[config.mk]
export PLATFORM = sky130hd
export DESIGN_NAME = fir128_tap
export DESIGN_NICKNAME = d
export VERILOG_FILES = /design/src/fir128_pkg.sv /design/src/fir128_tap.sv
export SDC_FILE = /design/constraint.sdc
export NUM_CORES = 1
export LEC_CHECK = 0
export BUFFER_PORTS_ARGS = -buffer_cell sky130_fd_sc_hd__buf_2
export CORE_UTILIZATION = 50
export DETAILED_ROUTE_END_ITERATION = 8
export GPL_TIMING_DRIVEN = 0
export PLACE_DENSITY = 0.78
export SETUP_SLACK_MARGIN = 0.4
export SYNTH_ARGS = -nofsm -noshare
export SYNTH_HDL_FRONTEND = slang
export SYNTH_SLANG_ARGS = --single-unit
[constraint.sdc]
create_clock -name clk -period 21 [get_ports clk]
set_input_delay 3.15 -clock clk [delete_from_list [all_inputs] [get_ports clk]]
set_output_delay 3.15 -clock clk [all_outputs]
set_load 0.02 [all_outputs]
[src/fir128_pkg.sv]
`timescale 1ns / 1ps
// Shared types, constants and the coefficient table for the 128-tap FIR filter.
// No dependencies; every other file of the filter uses this package.
package fir128_pkg;

    localparam int TAPS                = 128;
    localparam int ACC_BITS            = 40;
    localparam int COEF_BITS           = 20;
    localparam int SAMPLE_BITS_DEFAULT = 16;

    typedef logic signed [COEF_BITS-1:0] coef_t;
    typedef logic signed [ACC_BITS-1:0]  acc_t;

    // Controls handed from the input stage to every tap cell
    typedef struct packed {
        logic advance;
        logic primed;
    } tap_ctrl_t;

    localparam coef_t COEFS [TAPS] = '{
        -20'sd2,    20'sd10,   20'sd14,   20'sd7,    -20'sd7,   -20'sd17,  -20'sd13,  20'sd3,
        20'sd19,    20'sd21,   20'sd4,    -20'sd21,  -20'sd32,  -20'sd16,  20'sd18,   20'sd43,
        20'sd34,    -20'sd8,   -20'sd51,  -20'sd56,  -20'sd11,  20'sd53,   20'sd81,   20'sd41,
        -20'sd44,   -20'sd104, -20'sd81,  20'sd19,   20'sd119,  20'sd129,  20'sd24,   -20'sd119,
        -20'sd178,  -20'sd88,  20'sd95,   20'sd222,  20'sd171,  -20'sd41,  -20'sd248, -20'sd266,
        -20'sd50,   20'sd244,  20'sd366,  20'sd181,  -20'sd195, -20'sd457, -20'sd353, 20'sd85,
        20'sd522,   20'sd568,  20'sd109,  -20'sd540, -20'sd831, -20'sd424, 20'sd474,  20'sd1163,
        20'sd953,   -20'sd245, -20'sd1661, -20'sd2042, -20'sd463, 20'sd2940, 20'sd6859,
        20'sd9469,
        20'sd9469,  20'sd6859, 20'sd2940, -20'sd463, -20'sd2042, -20'sd1661, -20'sd245,
        20'sd953,
        20'sd1163,  20'sd474,  -20'sd424, -20'sd831, -20'sd540, 20'sd109,  20'sd568,  20'sd522,
        20'sd85,    -20'sd353, -20'sd457, -20'sd195, 20'sd181,  20'sd366,  20'sd244,  -20'sd50,
        -20'sd266,  -20'sd248, -20'sd41,  20'sd171,  20'sd222,  20'sd95,   -20'sd88,  -20'sd178,
        -20'sd119,  20'sd24,   20'sd129,  20'sd119,  20'sd19,   -20'sd81,  -20'sd104, -20'sd44,
        20'sd41,    20'sd81,   20'sd53,   -20'sd11,  -20'sd56,  -20'sd51,  -20'sd8,   20'sd34,
        20'sd43,    20'sd18,   -20'sd16,  -20'sd32,  -20'sd21,  20'sd4,    20'sd21,   20'sd19,
        20'sd3,     -20'sd13,  -20'sd17,  -20'sd7,   20'sd7,    20'sd14,   20'sd10,   -20'sd2
    };

    // Sum of the coefficients from tap 'first' to the end. Used when the first
    // sample stands for the whole history: evaluated at elaboration only.
    function automatic coef_t prime_coef(input int first);
        int acc;
        acc = 0;
        for (int j = first; j < TAPS; j++) begin
            acc = acc + int'(COEFS[j]);
        end
        return coef_t'(acc);
    endfunction

endpackage

[src/fir128_tap.sv]
`timescale 1ns / 1ps
// One cell of the transposed FIR chain: constant multiply, add, partial-sum register.
// Depends on fir128_pkg.
module fir128_tap #(
    parameter int SAMPLE_BITS = fir128_pkg::SAMPLE_BITS_DEFAULT
) (
    input  logic                          clk,
    input  fir128_pkg::tap_ctrl_t         ctrl,
    input  logic signed [SAMPLE_BITS-1:0] sample,
    input  fir128_pkg::coef_t             coef_run,
    input  fir128_pkg::coef_t             coef_prime,
    input  fir128_pkg::acc_t              chain_in,
    output fir128_pkg::acc_t              chain_out
);
    import fir128_pkg::*;

    localparam int PROD_BITS = SAMPLE_BITS + COEF_BITS;

    coef_t                         coef_sel;
    logic signed [PROD_BITS-1:0]   prod;
    acc_t                          sum_reg;
    acc_t                          sum_next;

    // Before the first beat the history is all one sample: use the suffix sum
    // of the coefficients and drop whatever the chain holds.
    assign coef_sel = ctrl.primed ? coef_run : coef_prime;
    assign prod     = PROD_BITS'(sample) * PROD_BITS'(coef_sel);
    assign sum_next = ACC_BITS'(prod) + (ctrl.primed ? chain_in : acc_t'(0));

    always_ff @(posedge clk)
    begin
        if (ctrl.advance)
        begin
            sum_reg <= sum_next;
        end
    end

    assign chain_out = sum_reg;

endmodule

==> impl_metrics.toml <==
[synth]
synthFlopType = "edfxtp_1"
synthesis.area_sq_mm = 0.01549
synth_edf_count = 40
syn_inst = 1633
yosysSeqAreaShare_pct = 7.754
ys.warnings.count = 0
synth_cell_types = 53
synth_area_per_cell_sq_um = 9.486
ys_ff_latch = 40
syn_nets = 2221
async_flop_share_pct = 0

[cts]
cts_tree = "built"
clockRootBuffer = "clkbuf_16"
cts_buffers = 5
path_clk_slew_ns = 0.06
cts_setup_buffers = 0
numClockSinks = 40
clock_path_buffers = 2
cts_resized = 0
ctsHoldBuffers = 0
cts_max_level = 2

[timing]
rsz0062_at_grt = "false"
finalHoldViolCount = 0
finalMaxSlewViolations = 0
slew_headroom_pct = 30.32
fmax_ghz = 0.08836
worst_slew_pin_slew_ns = 1.042
fin_crit_sh_pct = 53.89
setup_violations = 0
tns_ns = 0
final.min_clock_period_ns = 11.32
hold_slack_ns = 3.289

[global_route]
antenna_found_initial = 0
grt_pass1_vias = 12480
grtUsageTotal_pct = 26.20
grt_pass1_wl_microns = 62310
overflow = 0
grt_max_degree = 41

[final_layout]
layout_common_cells = "inv_1, fa_1, nand2_1"
fin_nets = 2354
antennaDiodeCount = 0
final_common_cell = "inv_1"
regArea_sq_mm = 0.001201
design_area_sq_mm = 0.01678
num-fill-cells = 2704
area_growth_pct = 8.319
multi_input_area_sq_mm = 0.01247
final_layout_size_suffix_gt1_share_pct = 9.225
largest_reg_flops = 40

[place]
place_area_sq_mm = 0.01662
io_buffer_count = 126
hpwl_microns = 33390
place_congestion = 0.9581

[floorplan]
pin_count = 139
rows = 64
die_h_microns = 178.0
die_area_sq_mm = 0.03169
dieWidth_microns = 178.0
initial_core_util_pct = 50.78
floorplan.core_area_sq_mm = 0.03051

[routing]
vias = 11510
avgViaCountPerCell = 5.322
ant_nets = 0
first_iter_violations = 808
wl_per_cell_microns = 18.06
drc_errors = 0
wl_microns = 39070
first_pass_iters = 6

[critical_path]
start_kind = "input pin"
critPathMaxFanout = 10
critPathRequiredTime_ns = 21.02
crit_arrival_ns = 11.34
worstSetupEndpointType = "flip-flop"
path_class = "in -> reg"

[outcome]
outcome = "completed"

[hold_path]
min_path_type = "in -> reg"

[run]
max_cap_violations = 0
synth_stat cells (all sizes together), types with 2 or more instances:
cell type	instances	share of area (%)
nand3	7	0.23
and2	165	6.7
a2111oi	2	0.15
and4	3	0.17
nand2b	9	0.36
xnor2	31	1.8
or3	2	0.081
ha	115	9.3
nor2	42	1.0
a21boi	2	0.097
nand4	6	0.24
o211ai	4	0.23
o311ai	2	0.11
nand2	184	4.5
a21o	10	0.48
clkbuf	66	1.6
a21oi	34	1.2
or2	4	0.16
mux2	19	1.4
edfxtp	40	7.8
nor2b	18	0.73
xor2	5	0.28
o21ai	22	0.71
o21a	7	0.34
and3	4	0.19
nor3	5	0.16
fa	374	48
inv	417	10
nor3b	2	0.097
o21bai	7	0.34
a31oi	4	0.16
or4	2	0.097
a211oi	5	0.24
critical path, stage by stage:
cell and delay, ns:
clkbuf_1 0.44, clkbuf_1 0.66, mux2_2 0.38, clkbuf_1 0.55, nand2_1 0.17, fa_1 0.55, inv_1 0.06, fa_1 0.53
inv_1 0.05, fa_1 0.50, inv_1 0.05, fa_1 0.44, fa_1 0.51, inv_1 0.05, fa_1 0.56, inv_1 0.06
ha_1 0.29, buf_6 0.14, a211oi_1 0.41, o21ai_1 0.18, a21boi_0 0.32, o211ai_1 0.30, nand4_1 0.28, a21oi_1 0.14
o2111ai_1 0.19, or3b_1 0.36
metal layers:
metal	global-route usage, %	part of all wire, %	up-vias
met2	47.44	51	486
met1	30.36	36	5844
met3	3.922	7.4	117
li1	-	-	5065
met4	12.14	5.5	0
met5	0	0	-
cells by family after synthesis:
kind of cell,count (synthesis),share of synthesized area (%)
adder cells (fa/ha/maj),489,57.62
buffers and inverters,484,11.78
AND/OR/NAND/NOR,457,14.85
AO/OA/AOI/OAI,107,4.515
flip-flops,40,7.754
XOR/XNOR,36,2.035
multiplexers,20,1.446
layout make-up:
| type | count | area share [%] |
|---|---|---|
| Tap cell | 396 | 2.953 |
| Clock inverter | 3 | 0.2237 |
| Buffer | 67 | 1.544 |
| Multi-Input combinational cell | 1109 | 74.29 |
| Sequential cell | 40 | 7.158 |
| Clock buffer | 5 | 0.7457 |
| Inverter | 417 | 9.328 |
| Timing Repair Buffer | 126 | 3.758 |
through the flow:
| step | setup slack [ns] | cells | utilization [%] |
|---|---|---|---|
| after CTS | 9.783 | 2163 | 55.00 |
| after global routing | 9.377 | 2163 | 55.00 |
| after floorplan | 11.02 | 1633 | - |
| final | 9.682 | 2163 | 55.00 |
| after detailed placement | 9.481 | 2155 | 54.47 |
| after global placement | 9.552 | 2155 | 54.47 |
path summary, 6_finish.rpt:
| check | to | cells after the start | from | slack (ns) |
|---|---|---|---|---|
| setup / recovery | chain_out[39] | 26 | ctrl[0] | 9.68 |
| hold / removal | chain_out[0] | 3 | chain_in[0] | 3.29 |
Power is left out: the tool's default activity adds up to more than one toggle a clock period on the data nets, which glitch-free logic cannot reach.
